[config.mk]
export PLATFORM = sky130hd
export DESIGN_NAME = gji_dp
export DESIGN_NICKNAME = d
export VERILOG_FILES = /design/src/sv/gji_pkg.sv /design/src/sv/gji_ram.sv /design/src/sv/gji_dp.sv
export SDC_FILE = /design/constraint.sdc
export NUM_CORES = 2
export LEC_CHECK = 0
export BUFFER_PORTS_ARGS = -buffer_cell sky130_fd_sc_hd__buf_4
export CAP_MARGIN = 10
export CORE_MARGIN = 5
export CORE_UTILIZATION = 63
export DETAILED_ROUTE_END_ITERATION = 6
export GPL_TIMING_DRIVEN = 0
export PLACE_DENSITY_LB_ADDON = 0.05
export RECOVER_POWER = 50
export SLEW_MARGIN = 10
export SYNTH_ARGS = -nofsm -noshare
export SYNTH_HDL_FRONTEND = slang
export SYNTH_HIERARCHICAL = 1
export SYNTH_SLANG_ARGS = --single-unit
[constraint.sdc]
create_clock -name clk -period 12.4 [get_ports clk]
set_input_delay 2.48 -clock clk [delete_from_list [all_inputs] [get_ports clk]]
set_output_delay 2.48 -clock clk [all_outputs]
set_load 0.01 [all_outputs]
[src/sv/gji_pkg.sv]
// Shared types and constants for the gripper joint interpolator.
// Used by the interfaces, the controller, the datapath and the top level.
package gji_pkg;

	localparam int CURVE_COUNT = 7;
	localparam int VAL_W       = 16;
	localparam int POS_W       = 8;
	localparam int CNT_W       = 5;
	localparam int K_W         = 4;
	localparam int J_W         = 4;
	localparam int EVALS       = 10;
	localparam int DIV_STEPS   = 16;
	localparam int PADDR_W     = 5;
	localparam int PDATA_W     = 32;

	localparam logic [2:0]       CURVE_SCISSOR = 3'd6;
	localparam logic [POS_W-1:0] PINCH_MODE    = 8'd1;
	localparam logic             CMD_LOAD      = 1'b0;
	localparam logic             CMD_EVAL      = 1'b1;

	typedef enum logic [1:0] {
		RD_FIRST = 2'd0,
		RD_LAST  = 2'd1,
		RD_K     = 2'd2
	} rd_mode_t;

	typedef struct packed {
		logic           load_we;
		logic           latch;
		rd_mode_t       rd_mode;
		logic [K_W-1:0] rd_k;
		logic [K_W-1:0] k_now;
		logic [J_W-1:0] j;
		logic           cap_prev;
		logic           cap_cur;
		logic           mul;
		logic           div_init;
		logic           div_step;
		logic           wr_direct;
		logic           wr_interp;
		logic           out_load;
	} ctrl_cmd_t;

	typedef struct packed {
		logic v_le_x;
		logic v_ge_x;
		logic k_last;
	} dp_sts_t;

	typedef struct packed {
		logic signed [VAL_W-1:0] a_proximal;
		logic signed [VAL_W-1:0] a_middle;
		logic signed [VAL_W-1:0] a_distal;
		logic signed [VAL_W-1:0] b_scissor;
		logic signed [VAL_W-1:0] b_proximal;
		logic signed [VAL_W-1:0] b_middle;
		logic signed [VAL_W-1:0] b_distal;
		logic signed [VAL_W-1:0] c_scissor;
		logic signed [VAL_W-1:0] c_proximal;
		logic signed [VAL_W-1:0] c_middle;
		logic signed [VAL_W-1:0] c_distal;
	} res_t;

	// Evaluation slot 0 is the scissor curve, then three curves per finger.
	function automatic logic [2:0] curve_of(input logic [J_W-1:0] j, input logic pinch);
		logic [2:0] off;
		logic [2:0] set;
		set = pinch ? 3'd3 : 3'd0;
		case (j)
			4'd1, 4'd4, 4'd7: off = 3'd0;
			4'd2, 4'd5, 4'd8: off = 3'd1;
			default:          off = 3'd2;
		endcase
		return (j == '0) ? CURVE_SCISSOR : set + off;
	endfunction

endpackage

[src/sv/gji_ram.sv]
// Generic single-write, single-read RAM with registered read data.
// No dependencies.
module gji_ram #(
	parameter int WIDTH = 16,
	parameter int DEPTH = 112
) (
	input  logic                     clk,
	input  logic                     we,
	input  logic [$clog2(DEPTH)-1:0] waddr,
	input  logic [WIDTH-1:0]         wdata,
	input  logic [$clog2(DEPTH)-1:0] raddr,
	output logic [WIDTH-1:0]         rdata
);
	logic [WIDTH-1:0] mem [DEPTH];

	always_ff @(posedge clk) begin
		if (we) begin
			mem[waddr] <= wdata;
		end
		rdata <= mem[raddr];
	end
endmodule

[src/sv/gji_dp.sv]
// Datapath: breakpoint stores, bracket registers, multiplier, divider, results.
// Depends on gji_pkg and gji_ram; controlled by gji_ctrl.
module gji_dp import gji_pkg::*; #(
	parameter int MAX_POINTS = 16
) (
	input  logic                                clk,
	input  logic                                arst_n,
	input  ctrl_cmd_t                           cmd,
	output dp_sts_t                             sts,
	input  logic [CURVE_COUNT-1:0][CNT_W-1:0]   cfg,
	input  logic [2:0]                          curve_select,
	input  logic [3:0]                          point_index,
	input  logic [VAL_W-1:0]                    point_x,
	input  logic signed [VAL_W-1:0]             point_y,
	input  logic [POS_W-1:0]                    grip_mode,
	input  logic [POS_W-1:0]                    pos_a,
	input  logic [POS_W-1:0]                    pos_b,
	input  logic [POS_W-1:0]                    pos_c,
	input  logic [POS_W-1:0]                    pos_scissor,
	output res_t                                res
);
	localparam int DEPTH    = CURVE_COUNT * MAX_POINTS;
	localparam int ADDR_W   = $clog2(DEPTH);
	localparam int LOADABLE = (MAX_POINTS < 16) ? MAX_POINTS : 16;

	logic [ADDR_W-1:0]        waddr, raddr;
	logic                     we;
	logic [VAL_W-1:0]         rx, ry;
	logic                     pinch_q;
	logic [POS_W-1:0]         pa_q, pb_q, pc_q, ps_q;
	logic [2:0]               curve;
	logic [CNT_W-1:0]         n;
	logic [CNT_W-1:0]         nm1;
	logic [K_W-1:0]           ridx;
	logic [POS_W-1:0]         psel_v;
	logic [VAL_W-1:0]         v;
	logic [VAL_W-1:0]         xp_q, yp_q, xc_q, yc_q;
	logic signed [33:0]       prod_s1;
	logic [VAL_W-1:0]         den_s1;
	logic [33:0]              mag;
	logic [VAL_W-1:0]         rem_q, qn_q;
	logic                     neg_q;
	logic [VAL_W:0]           trial;
	logic                     fits;
	logic [VAL_W:0]           qs;
	logic [VAL_W-1:0]         interp;
	logic [VAL_W-1:0]         res_q [EVALS];
	logic [VAL_W-1:0]         dv;
	logic signed [VAL_W:0]    dy;

	assign we    = cmd.load_we && (curve_select < 3'(CURVE_COUNT))
		&& (32'(point_index) < MAX_POINTS);
	assign waddr = ADDR_W'(curve_select) * ADDR_W'(MAX_POINTS) + ADDR_W'(point_index);

	gji_ram #(.WIDTH(VAL_W), .DEPTH(DEPTH)) u_xram (
		.clk(clk), .we(we), .waddr(waddr), .wdata(point_x), .raddr(raddr), .rdata(rx));
	gji_ram #(.WIDTH(VAL_W), .DEPTH(DEPTH)) u_yram (
		.clk(clk), .we(we), .waddr(waddr), .wdata(point_y), .raddr(raddr), .rdata(ry));

	assign curve = curve_of(cmd.j, pinch_q);

	always_comb begin
		n = cfg[curve];
		if (n < CNT_W'(2)) begin
			n = CNT_W'(2);
		end else if (n > CNT_W'(LOADABLE)) begin
			n = CNT_W'(LOADABLE);
		end
		nm1 = n - CNT_W'(1);
		case (cmd.rd_mode)
			RD_FIRST: ridx = '0;
			RD_LAST:  ridx = nm1[K_W-1:0];
			default:  ridx = cmd.rd_k;
		endcase
		case (cmd.j)
			4'd0:             psel_v = ps_q;
			4'd1, 4'd2, 4'd3: psel_v = pa_q;
			4'd4, 4'd5, 4'd6: psel_v = pb_q;
			default:          psel_v = pc_q;
		endcase
	end

	assign raddr = ADDR_W'(curve) * ADDR_W'(MAX_POINTS) + ADDR_W'(ridx);
	assign v     = {psel_v, 8'h00};

	assign sts.v_le_x = (v <= rx);
	assign sts.v_ge_x = (v >= rx);
	assign sts.k_last = (CNT_W'(cmd.k_now) == nm1);

	assign dv = v - xp_q;
	assign dy = $signed({yc_q[VAL_W-1], yc_q}) - $signed({yp_q[VAL_W-1], yp_q});

	// The remainder's top half is always below the divisor, so sixteen
	// quotient bits are enough.
	assign mag    = prod_s1[33] ? 34'(-prod_s1) : 34'(prod_s1);
	assign trial  = {rem_q, qn_q[VAL_W-1]};
	assign fits   = (trial >= {1'b0, den_s1});
	assign qs     = neg_q ? (VAL_W+1)'(-{1'b0, qn_q}) : {1'b0, qn_q};
	assign interp = yp_q + qs[VAL_W-1:0];

	always_ff @(posedge clk) begin
		if (cmd.latch) begin
			pinch_q <= (grip_mode == PINCH_MODE);
			pa_q    <= pos_a;
			pb_q    <= pos_b;
			pc_q    <= pos_c;
			ps_q    <= pos_scissor;
		end
		if (cmd.cap_prev) begin
			xp_q <= rx;
			yp_q <= ry;
		end
		if (cmd.cap_cur) begin
			xc_q <= rx;
			yc_q <= ry;
		end
		if (cmd.mul) begin
			prod_s1 <= $signed({1'b0, dv}) * dy;
			den_s1  <= xc_q - xp_q;
		end
		if (cmd.div_init) begin
			neg_q <= prod_s1[33];
			rem_q <= mag[31:16];
			qn_q  <= mag[15:0];
		end else if (cmd.div_step) begin
			rem_q <= fits ? VAL_W'(trial - {1'b0, den_s1}) : trial[VAL_W-1:0];
			qn_q  <= {qn_q[VAL_W-2:0], fits};
		end
		if (cmd.wr_direct) begin
			res_q[cmd.j] <= ry;
		end else if (cmd.wr_interp) begin
			res_q[cmd.j] <= interp;
		end
		if (cmd.out_load) begin
			res.b_scissor  <= res_q[0];
			res.c_scissor  <= (res_q[0] == 16'h8000) ? 16'sh7FFF : -$signed(res_q[0]);
			res.a_proximal <= res_q[1];
			res.a_middle   <= res_q[2];
			res.a_distal   <= res_q[3];
			res.b_proximal <= res_q[4];
			res.b_middle   <= res_q[5];
			res.b_distal   <= res_q[6];
			res.c_proximal <= res_q[7];
			res.c_middle   <= res_q[8];
			res.c_distal   <= res_q[9];
		end
	end

	a_den_positive: assert property (@(posedge clk) disable iff (!arst_n)
		cmd.div_init |-> den_s1 != '0)
		else $error("interval of zero width");
	a_rem_below: assert property (@(posedge clk) disable iff (!arst_n)
		cmd.wr_interp |-> rem_q < den_s1)
		else $error("division remainder not reduced");
	a_bracket: assert property (@(posedge clk) disable iff (!arst_n)
		cmd.mul |-> (xp_q <= v) && (xc_q > v || sts.k_last))
		else $error("input not bracketed by breakpoints");
endmodule

## Word level (Yosys, flattened, before mapping)

Memory sizes are Yosys's and may differ from the RTL's. A register that Yosys moved wholly into a read port is not among the register bits.
Cells that the tools add are included.
Widths: inputs -> output; s select.

| storage, ports and cells | value |
|---|---|
| register bits | 212 |
| RAM bits | 3744 |
| bits of input ports | 140 |
| output and inout bits | 179 |
| logic and storage cells | 84 |
| memories | 3 |

| operators by class | value |
|---|---|
| add/subtract/negate cells | 12 |
| multiply operators | 1 |
| $lt $le $gt $ge | 7 |
| equal/unequal tests | 12 |
| multiplexer cells | 24 |
| bitwise logic cells | 1 |
| reductions and logical operators | 8 |

Memory list:

| name | depth | bits a word | rd ports | clocked after Yosys merged registers in | wr ports | RTL line | RTL |
|---|---|---|---|---|---|---|---|
| u_xram.mem | 112 | 16 | 1 | 1 | 1 | gji_ram.sv:14 | `logic [WIDTH-1:0] mem [DEPTH];` |
| u_yram.mem | 112 | 16 | 1 | 1 | 1 | gji_ram.sv:14 |  |
| res_q | 10 | 16 | 10 | 9 | 1 | gji_dp.sv:47 | `logic [VAL_W-1:0] res_q [EVALS];` |

Operator list:

| kind | count |
|---|---|
| $mux 16 | 7 |
| $sub 16x16->16 | 3 |
| $mul 17x17->34 | 1 |
| $mux 32 | 1 |
| $neg 16->16 | 2 |
| $neg 32->32 | 1 |
| $pmux 8 s3 | 1 |
| $ge 17x16->1 | 1 |
| $sub 16x16->17 | 1 |
| $add 16x16->16 | 1 |
| $eq 16x16->1 const B | 1 |
| $eq 4x3->1 const B | 4 |
| $ge 16x16->1 | 1 |
| $le 16x16->1 | 1 |
| $bmux 5 s3 | 1 |
| $mux 5 | 3 |
| $add 7x4->7 | 2 |
| $reduce_or 3->1 | 4 |
| $eq 4x2->1 const B | 2 |
| $eq 8x1->1 const B | 1 |
| $pmux 4 s2 | 1 |
| $mux 1 | 7 |
| $eq 4x5->1 | 1 |
| $gt 5x5->1 const B | 1 |
| 16 further kinds | 16 |

## Longest topological paths before layout

| logic depth | value |
|---|---|
| depth after elaboration | 13 |
| depth in mapped cells | 36 |
| gate-level depth less buffers | 34 |

## Modules after synthesis

The synthesis kept the hierarchy.

Modules (own cells, without submodules):

| module | times used | cells each | area each (um^2) | seq. area each (um^2) |
|---|---|---|---|---|
| gji_ram | 2 | 3037 | 69419.1 | 54131.9 |
| gji_dp | 1 | 2528 | 30895.9 | 15464.8 |

## Worst setup path before layout

No wires, ideal clock.

| timing path | value |
|---|---|
| kind | in2reg |
| from | input port cmd[8] in the netlist's numbering |
| to | register prod_s1[30], data pin |
| setup time | 0.258 ns |
| data arrival time | 10.429 ns |
| data required time | 12.142 ns |
| slack | 1.714 ns |
| stages on the path | 32 |
| path buffers | 1 |
| cell sequence | buf_2 -> nor3_1 -> a22oi_1 -> o21ai_0 -> ha_1 -> and2_1 -> a22o_1 -> a311o_1 -> a21oi_1 -> o21bai_1 -> a21oi_1 -> xor2_1 -> nor2_1 -> fa_1 -> inv_1 -> fa_1 -> inv_1 -> fa_1 -> fa_1 -> fa_1 -> inv_1 -> fa_1 -> inv_1 -> ha_1 -> a21o_1 -> a21oi_1 -> o22ai_1 -> a211o_1 -> a311o_1 -> a31o_1 -> a21oi_1 -> xnor2_1 |

| on the way | value |
|---|---|
| word-level cells in the longest chain between the ends | 5 |
| elaborated cells between the ends (all ways) | 12 |
| those cells by class | add/sub (1); mul (1); eq/ne (6); mux (1); reduce/logical (3) |

Ends and longest elaborated chain:

| element | RTL line | RTL |
|---|---|---|
| from (decl) | gji_dp.sv:8 | `input ctrl_cmd_t cmd,` |
| $eq 4x3->1 (tied with other cells) | gji_dp.sv:75 | `case (cmd.j)` |
| $reduce_or 3->1 | gji_dp.sv:75 |  |
| $pmux 8 s3 (*) | gji_dp.sv:75 |  |
| $sub 16x16->16 (*) | gji_dp.sv:90 | `assign dv = v - xp_q;` |
| $mul 17x17->34 (*) | gji_dp.sv:118 | `prod_s1 <= $signed({1'b0, dv}) * dy;` |
| to (signal assigned) | gji_dp.sv:118 |  |
| to (decl) | gji_dp.sv:38 | `logic signed [33:0] prod_s1;` |

Every way passes the cells marked *; elsewhere a longest branch is shown, timed or not.
A chain may end at the register's enable or synchronous reset.

## Worst setup path after layout

| timing path | value |
|---|---|
| from | input port cmd[11] in the netlist's numbering |
| to | register u_yram.rdata[6] (read register of u_yram.mem) |

| on the way | value |
|---|---|
| word-level cells in the longest chain between the ends | 13 |
| elaborated cells between the ends (all ways) | 21 |
| those cells by class | add/sub (3); order compare (2); eq/ne (6); mux (7); reduce/logical (3) |

Ends and longest elaborated chain:

| element | RTL line | RTL |
|---|---|---|
| $eq 4x3->1 (tied with other cells) | gji_pkg.sv:69 | `case (j)` |
| $reduce_or 3->1 | gji_pkg.sv:69 |  |
| $pmux 2 s2 | gji_pkg.sv:69 |  |
| $add 2x3->3 | gji_pkg.sv:74 | `return (j == '0) ? CURVE_SCISSOR : set + off;` |
| $mux 3 (*) | gji_pkg.sv:74 |  |
| named net curve[0] | gji_dp.sv:31 | `logic [2:0] curve;` |
| $bmux 5 s3 (*) | gji_dp.sv:63 | `n = cfg[curve];` |
| $mux 5 (not written as such) (*) | gji_dp.sv:63 |  |
| $gt 5x5->1 | gji_dp.sv:66 | `end else if (n > CNT_W'(LOADABLE)) begin` |
| $mux 5 | gji_dp.sv:66 |  |
| $mux 5 (*) | gji_dp.sv:64 | `if (n < CNT_W'(2)) begin` |
| $sub 5x1->5 (*) | gji_dp.sv:69 | `nm1 = n - CNT_W'(1);` |
| $pmux 4 s2 (*) | gji_dp.sv:70 | `case (cmd.rd_mode)` |
| $add 7x4->7 (*) | gji_dp.sv:83 | `assign raddr = ADDR_W'(curve) * ADDR_W'(MAX_POINTS) + ADDR_W'(ridx);` |
| named net raddr[2] | gji_dp.sv:26 | `logic [ADDR_W-1:0] waddr, raddr;` |
| to (decl) | gji_ram.sv:12 | `output logic [WIDTH-1:0] rdata` |

The timed path passes the listed nets; every way through them passes the cells marked *. The select of a mux whose other input is x is not followed.

==> flow_summary.toml <==
[status]
status = "finished, violations left"
failed_checks = "capacitance limit, slew limit"

[logic_synthesis]
synthFlopType = "edfxtp_1"
netlist_instances = 8602
yosysWarnings = 6
synthesis.area_mm2 = 0.170
ys_ff_latch = 4131
synth_edf_count = 4099
syn_nets = 9165
avgSynthCellArea_um2 = 19.7
yosysTopAreaCell = "edfxtp_1"
synth_area_leaders = "edfxtp_1, mux4_2, fa_1"
synthDominantCellAreaShare_pct = 72.5
yosysUniqueCellTypes = 98
ys_async_sr_fraction_pct = 0
ys_seq_area_share_pct = 72.9

[global_routing]
grt_pass1_wl_um = 692000
grt_pass1_vias = 91900
grt_max_degree = 113
track_usage_pct = 35.5
antenna_found_initial = 48
grt_overflow_total = 0

[cts]
clk_pin_slew_worst_paths_ns = 0.06
cts_buffers = 402
root_buffer = "clkbuf_16"
cts_tree = "built"
clk-insertion-delay-late_ns = 0.97
ctsLongestPathBuffers = 4
clock-sinks = 4131
htree_levels = 5

[setup_path]
crit_fanout = 25
cp_data_arrival_time_ns = 12.83
critPathLaunchType = "primary input"
cp_slowest_cell = "buf_1"
slowest_delay_ns = 0.97
worstPathRequired_ns = 13.08
reg2reg_depth = 28
path_class = "in2reg"
ff2ff_setup_slack_ns = 2.16
end_kind = "flip-flop"

[die]
die_area_mm2 = 0.280
ios = 319
coreArea_mm2 = 0.268
rows = 190
start_util_pct = 63.3
die_width_um = 529
die_y_um = 529

[sta]
worst_pin_slew_ns = 5.82
fmax_ghz = 0.0823
finalSetupTns_ns = 0
finalHoldViolations = 0
setup_viol = 0
clock_skew_ns = 0.0710
relSlewSlack_pct = -288
grt_setup_unrepaired = "no"
maxSlewViolCount = 3963
period_needed_ns = 12.15
fin_crit_sh_pct = 98.0

[route]
drtIter0Drc = 13900
route.vias.total = 93900
ant_nets = 0
wl_per_cell_um = 36.7
drt_wl_total_um = 496000
drc = 0
vias_per_cell = 6.94
first_pass_iters = 6

[placement]
gp_congestion = 1.00
portBuffers = 315
post-dp-hpwl_um = 338000

[final_layout]
drive_gt1_share_pct = 24.9
syn_to_final_growth_pct = 14.7
utilization_pct = 72.6
nNetsFinal = 10200
num-fill-cells = 15700

[worst_hold_path]
whs_path_depth = 0
hp-class = "reg2reg"

[job]
maxCapViolations = 45
path summary, 6_finish.rpt:
path | endpoint | from
min | res[91] | res_q[5][11]
max reg2reg | prod_s1[33] | yp_q[1]
min reg2reg | res[91] | res_q[5][11]
max | u_yram/rdata[6] | cmd[11]
critical path, delay by kind of cell:
| kind | cells | cell delay [ns] |
|---|---|---|
| compound gates | 9 | 3.76 |
| simple gates | 3 | 0.94 |
| buf+inv | 8 | 4.10 |
| fa+ha+maj | 2 | 0.84 |
| xor+xnor | 2 | 0.35 |
| mux | 1 | 0.26 |
layout by cell type (no fill, tap or decap), drive strengths merged, types with 95 or more instances in the layout:
| master | n |
|---|---|
| buf | 711 |
| o21ai | 128 |
| nand2 | 307 |
| clkbuf | 748 |
| a22o | 102 |
| edfxtp | 4099 |
| fa | 213 |
| a22oi | 129 |
| inv | 370 |
| nor2 | 502 |
| mux4 | 871 |
| a21oi | 109 |
| clkinv | 162 |
| mux2i | 136 |
| o22ai | 95 |
| ha | 210 |
| xnor2 | 119 |
timing repair:
action | CTS | global route
pin swaps | 0 | 0
setup buffers | 0 | 0
setup endpoints to repair | 7 | 7
resized for setup | 4 | 4
hold endpoints to repair | 0 | 0
hold buffers | 0 | 0
synthesized netlist by cell type (all sizes together) (11+ instances only):
| cell type | instances |
|---|---|
| edfxtp | 4099 |
| a22o | 102 |
| dfxtp | 32 |
| mux4 | 871 |
| o22ai | 95 |
| fa | 213 |
| nand4 | 19 |
| inv | 354 |
| buf | 209 |
| nand2b | 44 |
| o21bai | 11 |
| a32oi | 13 |
| a31oi | 15 |
| nand2 | 307 |
| nor4 | 37 |
| a21oi | 109 |
| a2111oi | 11 |
| a221oi | 84 |
| nor2 | 502 |
| xnor2 | 119 |
| mux2i | 136 |
| mux2 | 37 |
| a211oi | 27 |
| nor2b | 62 |
| o21ai | 128 |
| xor2 | 58 |
| and3 | 35 |
| ha | 210 |
| or2 | 11 |
| nor3 | 43 |
| a22oi | 129 |
| and2 | 43 |
| nand3 | 50 |
| a21o | 25 |
| clkbuf | 170 |
| or3 | 37 |
| o31ai | 19 |
final cells by class:
cell class                 instances  area (um^2)  area share [%]
sequential                      4131       124000            63.6
multi-input combinational       3736        43100            22.1
clock buffer                     496        10600            5.44
timing repair buffer             584         6160            3.16
tap                             3552         4440            2.28
clock inverter                   239         2620            1.35
buffer                           379         2600            1.33
inverter                         356         1350           0.691
antenna                           52          130          0.0668
registers in the layout, indices dropped and copies added, names as in the netlist:
signal	flops
xp_q	16
yp_q	16
den_s1	16
pinch_q	1
rem_q	16
xc_q	16
res_q	160
pc_q	8
pb_q	8
neg_q	1
pa_q	8
u_xram/mem	1792
res	176
qn_q	16
yc_q	16
u_xram/rdata	16
u_yram/mem	1792
u_yram/rdata	16
prod_s1	33
ps_q	8
metal layers:
layer	track usage, %	wire (um)
met1	50.4	180000
met2	52.7	223000
met3	10.6	68900
met4	14.3	23800
met5	0	253
through the flow:
stage / hold slack (ns) / cells / setup slack, ns / instance area, um^2
after detailed placement: 0.405 / 12700 / -1.53 / 181000
after CTS: 0.402 / 13500 / 0.0159 / 195000
after global placement: 0.400 / 12500 / -1.49 / 177000
after global routing: 0.415 / 13500 / 0.0985 / 195000
after floorplan: 0.400 / 8602 / 1.71 / 170000
final: 0.407 / 13500 / 0.248 / 195000
cell families after synthesis:
group | after synthesis | share of synthesized area, %
AND/OR/NAND/NOR | 1226 | 3.31
multiplexers | 1044 | 12.8
buffers and inverters | 735 | 2.31
AO/OA/AOI/OAI | 865 | 3.69
adder cells (fa/ha/maj) | 424 | 4.07
flip-flops | 4131 | 72.9
XOR/XNOR | 177 | 0.913
Power is left out: the tool's default activity adds up to more than one toggle a clock period on the data nets, which glitch-free logic cannot reach.
