<file path="src/sv/gji_pkg.sv">
// Shared types and constants for the gripper joint interpolator.
// Used by the interfaces, the controller, the datapath and the top level.
package gji_pkg;

	localparam int CURVE_COUNT = 7;
	localparam int VAL_W       = 16;
	localparam int POS_W       = 8;
	localparam int CNT_W       = 5;
	localparam int K_W         = 4;
	localparam int J_W         = 4;
	localparam int EVALS       = 10;
	localparam int DIV_STEPS   = 16;
	localparam int PADDR_W     = 5;
	localparam int PDATA_W     = 32;

	localparam logic [2:0]       CURVE_SCISSOR = 3'd6;
	localparam logic [POS_W-1:0] PINCH_MODE    = 8'd1;
	localparam logic             CMD_LOAD      = 1'b0;
	localparam logic             CMD_EVAL      = 1'b1;

	typedef enum logic [1:0] {
		RD_FIRST = 2'd0,
		RD_LAST  = 2'd1,
		RD_K     = 2'd2
	} rd_mode_t;

	typedef struct packed {
		logic           load_we;
		logic           latch;
		rd_mode_t       rd_mode;
		logic [K_W-1:0] rd_k;
		logic [K_W-1:0] k_now;
		logic [J_W-1:0] j;
		logic           cap_prev;
		logic           cap_cur;
		logic           mul;
		logic           div_init;
		logic           div_step;
		logic           wr_direct;
		logic           wr_interp;
		logic           out_load;
	} ctrl_cmd_t;

	typedef struct packed {
		logic v_le_x;
		logic v_ge_x;
		logic k_last;
	} dp_sts_t;

	typedef struct packed {
		logic signed [VAL_W-1:0] a_proximal;
		logic signed [VAL_W-1:0] a_middle;
		logic signed [VAL_W-1:0] a_distal;
		logic signed [VAL_W-1:0] b_scissor;
		logic signed [VAL_W-1:0] b_proximal;
		logic signed [VAL_W-1:0] b_middle;
		logic signed [VAL_W-1:0] b_distal;
		logic signed [VAL_W-1:0] c_scissor;
		logic signed [VAL_W-1:0] c_proximal;
		logic signed [VAL_W-1:0] c_middle;
		logic signed [VAL_W-1:0] c_distal;
	} res_t;

	// Evaluation slot 0 is the scissor curve, then three curves per finger.
	function automatic logic [2:0] curve_of(input logic [J_W-1:0] j, input logic pinch);
		logic [2:0] off;
		logic [2:0] set;
		set = pinch ? 3'd3 : 3'd0;
		case (j)
			4'd1, 4'd4, 4'd7: off = 3'd0;
			4'd2, 4'd5, 4'd8: off = 3'd1;
			default:          off = 3'd2;
		endcase
		return (j == '0) ? CURVE_SCISSOR : set + off;
	endfunction

endpackage

</file>
<file path="src/sv/gji_ctrl.sv">
// Sequencing state machine of the gripper joint interpolator.
// Depends on gji_pkg; drives the datapath through ctrl_cmd_t.
module gji_ctrl import gji_pkg::*; (
	input  logic      clk,
	input  logic      arst_n,
	input  logic      in_valid,
	output logic      in_ready,
	input  logic      in_command,
	output logic      out_valid,
	input  logic      out_ready,
	input  dp_sts_t   sts,
	output ctrl_cmd_t cmd
);
	typedef enum logic [10:0] {
		S_IDLE  = 11'b000_0000_0001,
		S_RD0   = 11'b000_0000_0010,
		S_CHK0  = 11'b000_0000_0100,
		S_CHKN  = 11'b000_0000_1000,
		S_SCAN  = 11'b000_0001_0000,
		S_MUL   = 11'b000_0010_0000,
		S_DINIT = 11'b000_0100_0000,
		S_DIV   = 11'b000_1000_0000,
		S_FIN   = 11'b001_0000_0000,
		S_NEXT  = 11'b010_0000_0000,
		S_DONE  = 11'b100_0000_0000
	} state_t;

	state_t         state_q, state_d;
	logic [J_W-1:0] j_q, j_d;
	logic [K_W-1:0] k_q, k_d;
	logic [3:0]     dcnt_q, dcnt_d;
	logic           ov_q;
	logic           acc;

	assign in_ready  = (state_q == S_IDLE);
	assign acc       = in_valid && in_ready;
	assign out_valid = ov_q;

	always_comb begin
		cmd       = '0;
		cmd.j     = j_q;
		cmd.k_now = k_q;
		state_d   = state_q;
		j_d       = j_q;
		k_d       = k_q;
		dcnt_d    = dcnt_q;
		unique case (state_q)
			S_IDLE: begin
				if (acc) begin
					if (in_command == CMD_EVAL) begin
						cmd.latch = 1'b1;
						j_d       = '0;
						state_d   = S_RD0;
					end else begin
						cmd.load_we = 1'b1;
					end
				end
			end
			S_RD0: begin
				cmd.rd_mode = RD_FIRST;
				state_d     = S_CHK0;
			end
			S_CHK0: begin
				cmd.cap_prev = 1'b1;
				if (sts.v_le_x) begin
					cmd.wr_direct = 1'b1;
					state_d       = S_NEXT;
				end else begin
					cmd.rd_mode = RD_LAST;
					state_d     = S_CHKN;
				end
			end
			S_CHKN: begin
				if (sts.v_ge_x) begin
					cmd.wr_direct = 1'b1;
					state_d       = S_NEXT;
				end else begin
					cmd.rd_mode = RD_K;
					cmd.rd_k    = K_W'(1);
					k_d         = K_W'(1);
					state_d     = S_SCAN;
				end
			end
			S_SCAN: begin
				// Stop at the first breakpoint above the input, or at the last one.
				if (!sts.v_ge_x || sts.k_last) begin
					cmd.cap_cur = 1'b1;
					state_d     = S_MUL;
				end else begin
					cmd.cap_prev = 1'b1;
					cmd.rd_mode  = RD_K;
					cmd.rd_k     = k_q + K_W'(1);
					k_d          = k_q + K_W'(1);
				end
			end
			S_MUL: begin
				cmd.mul = 1'b1;
				state_d = S_DINIT;
			end
			S_DINIT: begin
				cmd.div_init = 1'b1;
				dcnt_d       = '0;
				state_d      = S_DIV;
			end
			S_DIV: begin
				cmd.div_step = 1'b1;
				dcnt_d       = dcnt_q + 4'd1;
				if (dcnt_q == 4'(DIV_STEPS - 1)) begin
					state_d = S_FIN;
				end
			end
			S_FIN: begin
				cmd.wr_interp = 1'b1;
				state_d       = S_NEXT;
			end
			S_NEXT: begin
				if (j_q == J_W'(EVALS - 1)) begin
					state_d = S_DONE;
				end else begin
					j_d     = j_q + J_W'(1);
					state_d = S_RD0;
				end
			end
			S_DONE: begin
				if (!ov_q || out_ready) begin
					cmd.out_load = 1'b1;
					state_d      = S_IDLE;
				end
			end
			default: state_d = S_IDLE;
		endcase
	end

	always_ff @(posedge clk or negedge arst_n) begin
		if (!arst_n) begin
			state_q <= S_IDLE;
			j_q     <= '0;
			k_q     <= '0;
			dcnt_q  <= '0;
			ov_q    <= 1'b0;
		end else begin
			state_q <= state_d;
			j_q     <= j_d;
			k_q     <= k_d;
			dcnt_q  <= dcnt_d;
			if (cmd.out_load) begin
				ov_q <= 1'b1;
			end else if (out_ready) begin
				ov_q <= 1'b0;
			end
		end
	end

	a_no_overwrite: assert property (@(posedge clk) disable iff (!arst_n)
		cmd.out_load |-> (!ov_q || out_ready))
		else $error("result overwritten while still waiting");
	a_slot_range: assert property (@(posedge clk) disable iff (!arst_n)
		j_q <= J_W'(EVALS - 1))
		else $error("evaluation slot out of range");
	a_div_runs: assert property (@(posedge clk) disable iff (!arst_n)
		(state_q == S_DIV && dcnt_q != 4'(DIV_STEPS - 1)) |=> state_q == S_DIV)
		else $error("division left early");
	a_busy_no_accept: assert property (@(posedge clk) disable iff (!arst_n)
		(state_q == S_DIV) |-> !in_ready)
		else $error("request taken during evaluation");
endmodule

</file>
<file path="config.mk">
export PLATFORM = sky130hd
export DESIGN_NAME = gji_ctrl
export DESIGN_NICKNAME = d
export VERILOG_FILES = /design/src/sv/gji_pkg.sv /design/src/sv/gji_ctrl.sv
export SDC_FILE = /design/constraint.sdc
export NUM_CORES = 1
export LEC_CHECK = 0
export ABC_AREA = 1
export ABC_CLOCK_PERIOD_IN_PS = 4200
export BUFFER_PORTS_ARGS = -buffer_cell sky130_fd_sc_hd__buf_2
export CAP_MARGIN = 10
export CORE_UTILIZATION = 35
export CTS_BUF_LIST = sky130_fd_sc_hd__clkbuf_4 sky130_fd_sc_hd__clkbuf_8
export DETAILED_ROUTE_END_ITERATION = 16
export GPL_TIMING_DRIVEN = 0
export PLACE_DENSITY = 0.56
export SLEW_MARGIN = 30
export SYNTH_ARGS = -nofsm -noshare
export SYNTH_HDL_FRONTEND = slang
export SYNTH_SLANG_ARGS = --single-unit
</file>
<file path="constraint.sdc">
create_clock -name clk -period 4.2 [get_ports clk]
set_clock_uncertainty 0.15 [all_clocks]
set_input_delay 0.84 -clock clk [delete_from_list [all_inputs] [get_ports clk]]
set_output_delay 0.84 -clock clk [all_outputs]
set_load 0.05 [all_outputs]
</file>
**Word level (Yosys, flattened, before mapping)**

Index checks and enable logic that the tools add are counted.

- Input bits: 8
- Output and inout bits: 26
- Bits in registers: 24
- Word-level logic and storage cells: 82

- Reductions and logical operators: 12
- Equality and inequality tests: 21
- $add $sub $neg: 3
- Mux-type cells: 41

Operators with widths:

| cell | number |
|---|---|
| $pmux W11 S11 | 1 |
| $mux W11 | 6 |
| $pmux W4 S2 | 4 |
| $mux W10 | 2 |
| $mux W4 | 5 |
| $mux W1 | 16 |
| $add A4 B1 Y4 const B | 3 |
| $mux W6 | 2 |
| $ne A2 B2 Y1 const B | 6 |
| $eq A11 B1 Y1 const B | 1 |
| $eq A11 B10 Y1 const B | 1 |
| $eq A11 B11 Y1 const B | 1 |
| $eq A11 B2 Y1 const B | 1 |
| $eq A11 B3 Y1 const B | 1 |
| $eq A11 B4 Y1 const B | 1 |
| $eq A11 B5 Y1 const B | 1 |
| $eq A11 B6 Y1 const B | 1 |
| $eq A11 B7 Y1 const B | 1 |
| $eq A11 B8 Y1 const B | 1 |
| $eq A11 B9 Y1 const B | 1 |
| $eq A4 B4 Y1 const B | 2 |
| $reduce_bool A2 Y1 | 4 |
| $pmux W2 S3 | 1 |
| $reduce_and A5 Y1 | 1 |
| other kinds (8) | 13 |

**Logic depth before layout (Yosys ltp)**

Gate-level depths: netlist (run 1).

- Depth in word-level cells: 5
- Gate-level depth with buffers: 9
- Mapped depth without buffers: 9

**Worst setup path after synthesis (run 1)**

No wires, ideal clock.

- Path type: input port to output port
- Start point: in sts[1] (netlist bit)
- End point: out cmd[16] (netlist bit)
- Cell stages on the path: 5
- Buffers on the path: 1
- Slack: 1166 ps
- Data required time: 3210 ps
- Arrival: 2044 ps
- Cell sequence: inv_1 > nor2_1 > nand3_1 > buf_2 > o21ai_1

RTL lines:

| item | line | RTL |
|---|---|---|
| start: declaration | gji_ctrl.sv:11 | `input dp_sts_t sts,` |
| end: declaration | gji_ctrl.sv:12 | `output ctrl_cmd_t cmd` |

==> results by group, run 1 <==
Logic synthesis
  • EDFF count, synth: 0
  • Top_reg_cell synth: dfrtp_1
  • Most numerous cell in the Yosys netlist: nand2_1
  • Synth cell count leaders: nand2_1, inv_1, nor2_1
  • Async set-reset flop share out of synthesis: 1.00
  • Post-Syn Area: 1410 um2
  • Yosys reg bits: 24
  • Post-Syn Nets: roughly 200
  • Synth top area cells: dfrtp_1, nand2_1, inv_1, nor2_1, nand3_1
  • Yosys cell types: 29
  • Seq/Total Area, Yosys: 0.426
  • Top-area cell type share of the netlist area: 0.408
  • Yosys warns: 0
  • Cell taking the most area after synthesis: dfrtp_1
  • Synthesized instance count: 186
  • Avg Inst Size Synth: 7.59 um2

GRT
  • Global-route wire length before repair: 4710 um
  • Largest net degree at the start of global routing: 25
  • GRT Total Usage: 0.144
  • Grt ovf: 0
  • Vias in the first global route: 1072
  • Initial antenna violation count: 0

Routing
  • Final ANT Viol Nets: 0
  • Drc violations: 0
  • Drt first-iter violations: 54
  • Number of detailed-route iterations in the first pass: 4
  • Drt total wl: 2820 um
  • Routed via count: around 1200
  • Routed len/inst: roughly 10 um
  • Vias per cell: 4.41

CTS
  • CTS Buf Count: 3
  • PostCTS Resize Cnt: 0
  • Clk Latency, worst-skew pair: roughly 0.26 ns
  • Clock transition at the registers of the reported paths: about 0.08 ns
  • H-tree depth: 1
  • Hold_buf cts: 0
  • Clock Sinks: 24
  • CTS tree: built
  • # Post-CTS Setup Buffers: 0
  • CTS max path bufs: 2
  • Root Buffer: clkbuf_8

Worst setup path
  • Startpoint Class: input port
  • CP endpoint kind: primary output
  • CP max FO: 10
  • Critical path type: in -> out
  • Critical Path AT: 1.90 ns
  • CP required: 3.21 ns

Timing
  • Max Freq: 0.346 GHz
  • Slew headroom: 0.627
  • Final setup viols: 0
  • Final Hold Vio Count: 0
  • Clock period minus worst slack: about 2.9 ns
  • Unrepaired setup endpoints after global routing: false
  • Tcrit/Tclk final: 0.688
  • Slew @ Worst Pin: ~0.56 ns
  • TNS Setup: 0 ns
  • Worst setup margin: 1.31 ns
  • Pins Over Slew Limit: 0

Placed design
  • Port bufs: 33
  • Pre-CTS setup slack: 1.31 ns
  • Cells after DPL: 267
  • DP HPWL: 2210 um
  • Routability cong.: approximately 0.75

Die
  • Die Wd: ~66 um
  • Core Area: roughly 3800 um2
  • I/O pin count: 34
  • Die area: 4290 um2
  • Row cnt: 22
  • Starting density of the core: 0.374
  • Die height: 65.5 um

Power and ir drop
  • Maximum vdd drop: 180 uV
  • Power Dens Cells: 424 nW/um2
  • Leakage: 1.03 nW

Hold path
  • Hold Crit Class: reg -> reg

Finish
  • N_diodes: 0
  • Area Growth Syn to Fin: 19.9%
  • Fin nets: 236
  • Share of post-route cells with drive strength above 1: 0.251
  • Non-Filler Instances: around 270

Run status
  • Outcome: completed

Flow run
  • Max Cap Violations: 0
==> routing by layer <==
layer,GRT usage,part of all wire
met1,0.183,0.47
met2,0.241,0.49
met3,0.0365,0.032
met4,0.0408,0.0064
met5,0,0
==> sequential cells by signal, indices dropped and copies added, names as in the netlist <==
name       count
dcnt_q         4
j_q            4
k_q            4
out_valid      1
state_q       11
==> cells by family (layout without fill, tap and decap cells) <==
kind of cell | after synthesis | after routing | synth area share
compound gates | 19 | 19 | 0.0745
buf+inv | 32 | 69 | 0.0860
simple gates | 102 | 102 | 0.347
xor+xnor | 5 | 5 | 0.0310
flops | 24 | 24 | 0.426
fa+ha+maj | 4 | 4 | 0.0355
==> worst max-delay path, stage by stage <==
cell,delay (ns)
buf_2,0.07
inv_1,0.05
nor2_1,0.16
nand3_1,0.15
buf_2,0.21
o21ai_1,0.13
buf_2,0.27
==> area by class of cell <==
type	instances	area [um2]
Buffer	1	5.00
Multi-Input combinational cell	130	688
Clock buffer	4	55.1
Timing Repair Buffer	33	165
Tap cell	48	60.1
Sequential cell	24	602
Fill cell	378	2080
Inverter	31	116
==> path summary, 6_finish.rpt <==
path | start | slack (ns) | depth (start not counted) | endpoint
min | dcnt_q[0]$_DFFE_PN0P_ | 0.36 | 1 | dcnt_q[0]$_DFFE_PN0P_
max | sts[1] | 1.31 | 7 | cmd[16]
max in group asynchronous | arst_n | 3.12 | 1 | k_q[3]$_DFFE_PN0P_
min reg2reg | dcnt_q[0]$_DFFE_PN0P_ | 0.36 | 1 | dcnt_q[0]$_DFFE_PN0P_
max reg2reg | state_q[3]$_DFFE_PN0P_ | 2.57 | 7 | dcnt_q[1]$_DFFE_PN0P_
min in group asynchronous | arst_n | 0.40 | 1 | state_q[2]$_DFFE_PN0P_
==> through the flow <==
step / power [mW] / util / hold WS, ns / instance area, um2
finish: 0.717 / 0.449 / 0.358 / 1690
global route: 0.775 / 0.449 / 0.404 / 1690
CTS: 0.731 / 0.449 / 0.367 / 1690
detailed placement: 0.569 / 0.434 / 0.355 / 1640
global placement: 0.569 / 0.434 / 0.345 / 1640
floorplan: 0.508 / - / 0.317 / 1410
==> power by group <==
group / internal, mW / switching, mW / leakage (nW)
logic: 0.0836 / 0.208 / 0.676
registers: 0.253 / 0.0169 / 0.330
clock network: 0.0836 / 0.0721 / 0.0288
==> cells in the final DEF, fill, tap and decap left out, types with 3 or more instances in the layout <==
cell / synthesis / layout
dfrtp_1: 23 / 23
clkbuf_8: 0 / 4
buf_2: 1 / 34
inv_1: 29 / 29
xor2_1: 4 / 4
nand2_2: 4 / 4
nor2_2: 4 / 4
ha_1: 4 / 4
o21ai_0: 5 / 5
a21oi_1: 3 / 3
nand3_1: 12 / 12
nor2_1: 26 / 26
nand2_1: 43 / 43
o21ai_1: 8 / 8
Note: power is estimated with default switching activity, not from simulation.
==> run 2, diff against run 1 <==
--- a/config.mk
+++ b/config.mk
@@ -6,14 +6,14 @@
 export NUM_CORES = 1
 export LEC_CHECK = 0
 export ABC_AREA = 1
-export ABC_CLOCK_PERIOD_IN_PS = 4200
+export ABC_CLOCK_PERIOD_IN_PS = 2500
 export BUFFER_PORTS_ARGS = -buffer_cell sky130_fd_sc_hd__buf_2
 export CAP_MARGIN = 10
 export CORE_UTILIZATION = 35
 export CTS_BUF_LIST = sky130_fd_sc_hd__clkbuf_4 sky130_fd_sc_hd__clkbuf_8
 export DETAILED_ROUTE_END_ITERATION = 16
 export GPL_TIMING_DRIVEN = 0
-export PLACE_DENSITY = 0.56
+export PLACE_DENSITY = 0.58
 export SLEW_MARGIN = 30
 export SYNTH_ARGS = -nofsm -noshare
 export SYNTH_HDL_FRONTEND = slang
==> constraint.sdc (replaced) <==
create_clock -name clk -period 2.5 [get_ports clk]
set_clock_uncertainty 0.15 [all_clocks]
set_input_delay 0.5 -clock clk [delete_from_list [all_inputs] [get_ports clk]]
set_output_delay 0.5 -clock clk [all_outputs]
set_load 0.05 [all_outputs]
==> run 2 against run 1 <==
Compared with the run above: first-iteration DRC count fell by 7.4%; largest power group unchanged; sequential power grew 69%; setup slack lost 1.2 ns.
==> results by group, run 2 (synthesized netlist as in run 1, its figures left out) <==
Worst setup path
  • CP required: 1.85 ns (-1.36 ns)
  • RR Startpoint: state_q[5]$_DFFE_PN0P_
  • CP endpoint kind: primary output
  • R2r worst-path depth: 8 (+1)
  • RR Endpoint: j_q[0]$_DFFE_PN0P_
  • CP max FO: 10 (unchanged)
  • Critical path type: reg -> out
  • Flop-to-flop setup slack: 0.89 ns (-1.68 ns)
  • Startpoint Class: flip-flop
  • Critical Path AT: 1.76 ns (-0.14 ns)

Timing
  • Slew @ Worst Pin: 0.545 ns (-0.0136 ns)
  • Tcrit/Tclk final: 0.965
  • Worst hold slack: 0.0460 ns (-0.312 ns)
  • Final setup viols: 0 (unchanged)
  • Final Hold Vio Count: 0 (unchanged)
  • Max Freq: approximately 0.41 GHz
  • Clock period minus worst slack: 2.41 ns
  • TNS Setup: 0 ns (unchanged)
  • Pins Over Slew Limit: 0 (unchanged)
  • Slew headroom: 0.636 (+0.00907)
  • Worst setup margin: 0.0879 ns (-1.22 ns)
  • Unrepaired setup endpoints after global routing: false

GRT
  • Vias in the first global route: 1109 (+3.5%)
  • Layer with the highest usage: met2
  • Initial antenna violation count: 0 (unchanged)
  • Met2 usage: 0.242 (+0.00129)
  • GR Util met1: 0.187 (+0.00374)
  • GRT Total Usage: 0.149 (+0.00500)
  • Grt ovf: 0 (unchanged)
  • Global-route wire length before repair: 4750 um (+0.89%)
  • Largest net degree at the start of global routing: 25 (unchanged)
  • Met3 Use GR: 0.0208 (-0.0156)

Flow run
  • Max Cap Violations: 0 (unchanged)

Power and ir drop
  • Power Dens Cells: 746 nW/um2 (+76%)
  • Tot Pwr: 1.30 mW (+81%)
  • Leakage: 1.05 nW (+1.7%)
  • Maximum vdd drop: 313 uV (+74%)

Placed design
  • Pre-CTS setup slack: 0.235 ns (-1.07 ns)
  • Post-place instance area: 1640 um2 (unchanged)
  • Cells after DPL: 267 (unchanged)
  • Port bufs: 33 (unchanged)
  • DP HPWL: 2250 um (+2.0%)
  • Routability cong.: 0.749 (-0.53%)

CTS
  • H-tree depth: 1 (unchanged)
  • Clock Sinks: 24 (unchanged)
  • Clk Latency, worst-skew pair: 0.27 ns (about the same)
  • CTS max path bufs: 2 (unchanged)
  • CTS tree: built
  • Root Buffer: clkbuf_8
  • CTS Buf Count: 3 (unchanged)
  • Clock transition at the registers of the reported paths: 0.09 ns (about the same)

Die
  • Core Area: 3770 um2 (unchanged)
  • Starting density of the core: 0.374 (unchanged)
  • Row cnt: 22 (unchanged)
  • I/O pin count: 34 (unchanged)
  • Die height: 65.5 um (unchanged)
  • Die Wd: 65.5 um (unchanged)
  • Die area: 4290 um2 (unchanged)

Routing
  • Drt total wl: 2890 um (+2.7%)
  • Drc violations: 0 (unchanged)
  • Number of detailed-route iterations in the first pass: 4 (unchanged)
  • Vias per cell: 4.55 (+3.1%)
  • Routed via count: 1238 (+3.5%)
  • Drt first-iter violations: 50 (-7.4%)
  • Final ANT Viol Nets: 0 (unchanged)
  • Routed len/inst: 10.6 um (+2.3%)

Finish
  • Max reg flops: 11 (unchanged)
  • # fillers: 398 (+5.3%)
  • Design area: 1750 um2 (+3.2%)
  • Multi-input logic area: 702 um2 (+2.0%)
  • Share of post-route cells with drive strength above 1: 0.263 (+0.0123)
  • Reg area: 602 um2 (unchanged)
  • Non-Filler Instances: 272 (+0.37%)
  • Leading cell types in the layout, fill and taps excluded: nand2_1, inv_1, buf_2, nor2_1, dfrtp_1
  • Area Growth Syn to Fin: 23.7%
  • Fin nets: 237 (+0.42%)
  • Leading cell type in the layout, fill and taps excluded: nand2_1
  • Final core utilization: 0.463 (+0.0143)
  • Largest reg by FF count: state_q
  • N_diodes: 0 (unchanged)

Hold path
  • Hold Crit Class: in -> async

Run status
  • Outcome: completed
[run 2: worst max path at each step]
stage / from / end / slack, ns / cells after the start
floorplan: state_q[8]$_DFFE_PN0P_ / cmd[22] / -0.17 / 7
global placement: sts[1] / cmd[16] / 0.24 / 7
detailed placement: sts[1] / cmd[16] / 0.23 / 7
CTS: state_q[3]$_DFFE_PN0P_ / cmd[16] / 0.01 / 7
global route: state_q[8]$_DFFE_PN0P_ / cmd[19] / 0.0009 / 7
finish: state_q[8]$_DFFE_PN0P_ / cmd[18] / 0.09 / 7
[run 2: routing by layer]
| metal | vias up | wire, um |
|---|---|---|
| li1 | 651 | - |
| met1 | 566 | 1380 |
| met2 | 16 | 1370 |
| met3 | 5 | 65 |
| met4 | 0 | 76 |
| met5 | - | 0 |
[run 2: worst max-delay path: stages, from the launching register on]
cell     delay [ns]
dfrtp_1        0.43
nor2_2         0.16
nand2_4        0.10
nor2_8         0.16
nand3_2        0.11
buf_4          0.19
nor2_1         0.08
buf_2          0.26
[run 2: cell type report]
cell class,instances,area share
buffer,1,0.00430
tap,48,0.0344
multi-input combinational,130,0.402
clock buffer,3,0.0237
inverter,31,0.0667
clock inverter,1,0.0172
sequential,24,0.345
timing repair buffer,34,0.107
[run 2: power breakdown]
group	switching, mW	internal [mW]
Clock	0.134	0.214
Sequential	0.0306	0.425
Combinational	0.350	0.148
[run 2: timing repair]
action	CTS	global route
hold buffers	0	0
endpoints found under the hold margin	0	0
setup buffers	0	1
setup endpoints to repair	1	7
gates resized for setup	2	8
==> run 3, diff against run 2 <==
--- a/config.mk
+++ b/config.mk
@@ -13,7 +13,7 @@
 export CTS_BUF_LIST = sky130_fd_sc_hd__clkbuf_4 sky130_fd_sc_hd__clkbuf_8
 export DETAILED_ROUTE_END_ITERATION = 16
 export GPL_TIMING_DRIVEN = 0
-export PLACE_DENSITY = 0.58
+export PLACE_DENSITY = 0.54
 export SLEW_MARGIN = 30
 export SYNTH_ARGS = -nofsm -noshare
 export SYNTH_HDL_FRONTEND = slang
==> run 3 against run 2 <==
Compared with the run above: fmax up 1.3%; clock power is 3% lower; sequential share of layout area is 0.42 points lower; sequential power is essentially flat; global-route usage fell by 0.068 points; total power grew 0.14%; flip-flop and latch count unchanged; cell count rose by 0.37%; cell area up 1.2%; critical path type unchanged; setup slack gained 0.030 ns; register-to-register slack worse by 0.04 ns; wire length decreased by 0.48%.
==> results by group, run 3 (synthesized netlist as in run 1, its figures left out) <==
Worst setup path
  • Critical path type: reg -> out
  • Worst path slowest cell: dfrtp_1
  • CP endpoint kind: primary output
  • Startpoint Class: flip-flop
  • Critical path's top delay family: simple AND/OR/NAND/NOR gates
  • CP max FO: 10 (unchanged)
  • Critical Path, Cell by Cell: nor2_2, nand2_4, nor2_8, nand3_2, buf_4, o21ai_1, buf_6
  • Critical Path AT: 1.73 ns (-0.03 ns)
  • Worst path buffer plus inverter count: 2 (unchanged)
  • CP required: 1.85 ns (about the same)
  • Worst path max stage delay: 0.42 ns (about the same)

Timing
  • Unrepaired setup endpoints after global routing: true
  • TNS Setup: 0 ns (unchanged)
  • Clock period minus worst slack: 2.38 ns (-0.0303 ns)
  • Final Hold Vio Count: 0 (unchanged)
  • Final setup viols: 0 (unchanged)
  • Tcrit/Tclk final: 0.953 (-0.0121)
  • Max Freq: 0.420 GHz (+1.3%)
  • Slew headroom: 0.628 (-0.00857)
  • Pins Over Slew Limit: 0 (unchanged)
  • Worst hold slack: 0.0618 ns (+0.0158 ns)
  • Worst setup margin: 0.118 ns (+0.0303 ns)
  • Slew @ Worst Pin: 0.558 ns (+0.0128 ns)

CTS
  • H-tree depth: 1 (unchanged)
  • Root Buffer: clkbuf_8
  • Clock transition at the registers of the reported paths: 0.09 ns (about the same)
  • CTS max path bufs: 2 (unchanged)
  • Clock Sinks: 24 (unchanged)
  • CTS Buf Count: 3 (unchanged)
  • CTS tree: built
  • Clk Latency, worst-skew pair: 0.26 ns (about the same)

Placed design
  • Routability cong.: 0.743 (-0.72%)
  • Pre-CTS setup slack: 0.246 ns (+0.0114 ns)
  • Port bufs: 33 (unchanged)
  • Post-place instance area: 1640 um2 (unchanged)
  • DP HPWL: 2250 um (about the same)

Die
  • Row cnt: 22 (unchanged)
  • Die area: 4290 um2 (unchanged)
  • Starting density of the core: 0.374 (unchanged)
  • Die height: 65.5 um (unchanged)
  • Core Area: 3770 um2 (unchanged)
  • Die Wd: 65.5 um (unchanged)
  • I/O pin count: 34 (unchanged)

GRT
  • Vias in the first global route: 1137 (+2.5%)
  • Initial antenna violation count: 0 (unchanged)
  • Largest net degree at the start of global routing: 25 (unchanged)
  • GRT Total Usage: 0.149 (-0.000682)
  • Global-route wire length before repair: 4850 um (+2.0%)
  • Grt ovf: 0 (unchanged)

Routing
  • Number of detailed-route iterations in the first pass: 4 (unchanged)
  • Drt total wl: 2880 um (-0.48%)
  • Drt first-iter violations: 44 (-12%)
  • Routed len/inst: 10.5 um (-0.85%)
  • Vias per cell: 4.45 (-2.3%)
  • Final ANT Viol Nets: 0 (unchanged)
  • Drc violations: 0 (unchanged)
  • Routed via count: 1214 (-1.9%)

Finish
  • # fillers: 367 (-7.8%)
  • Max reg flops: 11 (unchanged)
  • Share of post-route cells with drive strength above 1: 0.262 (-0.00117)
  • N_diodes: 0 (unchanged)
  • Leading cell types in the layout, fill and taps excluded: nand2_1, inv_1, nor2_1, buf_2, dfrtp_1
  • Leading cell type in the layout, fill and taps excluded: nand2_1
  • Design area: 1770 um2 (+1.2%)
  • Area Growth Syn to Fin: 25.2%
  • Largest reg by FF count: state_q
  • Final core utilization: 0.468 (+0.00564)
  • Fin nets: 238 (+0.42%)

Power and ir drop
  • Maximum vdd drop: 359 uV (+15%)
  • Leakage: 1.06 nW (+0.33%)
  • Power Dens Cells: 738 nW/um2 (-1.1%)

Run status
  • Outcome: completed

Hold path
  • Hold Crit Class: in -> async

Flow run
  • Max Cap Violations: 0 (unchanged)
## run 3: cell types whose count changed in the layout (fill, tap and decap cells not counted)
cell,delta
buf_4,+3
buf_6,+2
o21ai_2,-1
buf_2,-4
o21ai_1,+1
## run 3: per-layer routing
metal  GRT usage  up-vias  part of all wire
li1            -      656                 -
met1       0.190      541              0.49
met2       0.250       15              0.47
met3      0.0382        2             0.028
met4      0.0326        0            0.0063
met5           0        -                 0
## run 3: worst paths after layout
| kind | cells after the start | slack [ns] | to | startpoint |
|---|---|---|---|---|
| min | 1 | 0.06 | out_valid$_DFFE_PN0P_ | arst_n |
| min reg2reg | 1 | 0.35 | dcnt_q[0]$_DFFE_PN0P_ | dcnt_q[0]$_DFFE_PN0P_ |
| min in group clk | 2 | 0.26 | state_q[3]$_DFFE_PN0P_ | sts[2] |
| max reg2reg | 7 | 0.85 | j_q[1]$_DFFE_PN0P_ | state_q[8]$_DFFE_PN0P_ |
| max in group asynchronous | 1 | 1.76 | state_q[0]$_DFFE_PN1P_ | arst_n |
| max | 7 | 0.12 | cmd[16] | state_q[8]$_DFFE_PN0P_ |
## run 3: where the power goes
group | total (mW) | switching, mW | internal [mW]
Combinational | 0.508 | 0.355 | 0.153
Sequential | 0.455 | 0.0303 | 0.425
Clock | 0.340 | 0.126 | 0.214
Total | 1.30 | 0.512 | 0.792
## run 3: timing repair
action                     in CTS  in global routing
buffers inserted                0                  2
pin swaps                       0                  2
gates resized for setup         5                 11
setup endpoints to repair       4                  8
hold buffers                    0                  0
## run 3: cell type report
class                           instances  area, um2  area share
Buffer                                  1       7.51     0.00425
Timing Repair Buffer                   35        211       0.120
Inverter                               31        116      0.0659
Tap cell                               48       60.1      0.0340
Clock inverter                          1       30.0      0.0170
Multi-Input combinational cell        130        698       0.395
Clock buffer                            3       41.3      0.0234
Sequential cell                        24        602       0.341
## run 3: through the flow
stage | total power, mW | instances
after floorplan | 0.853 | 186
after global placement | 0.958 | 267
after detailed placement | 0.957 | 267
after CTS | 1.30 | 271
after global routing | 1.40 | 273
final | 1.30 | 273
## run 3: worst reg2reg max path, stage by stage (launching register included)
cell	delay, ns
dfrtp_1	0.42
buf_4	0.15
nor3_1	0.27
nand3_1	0.18
nand2_1	0.12
nand2_1	0.10
inv_2	0.08
o22ai_1	0.06
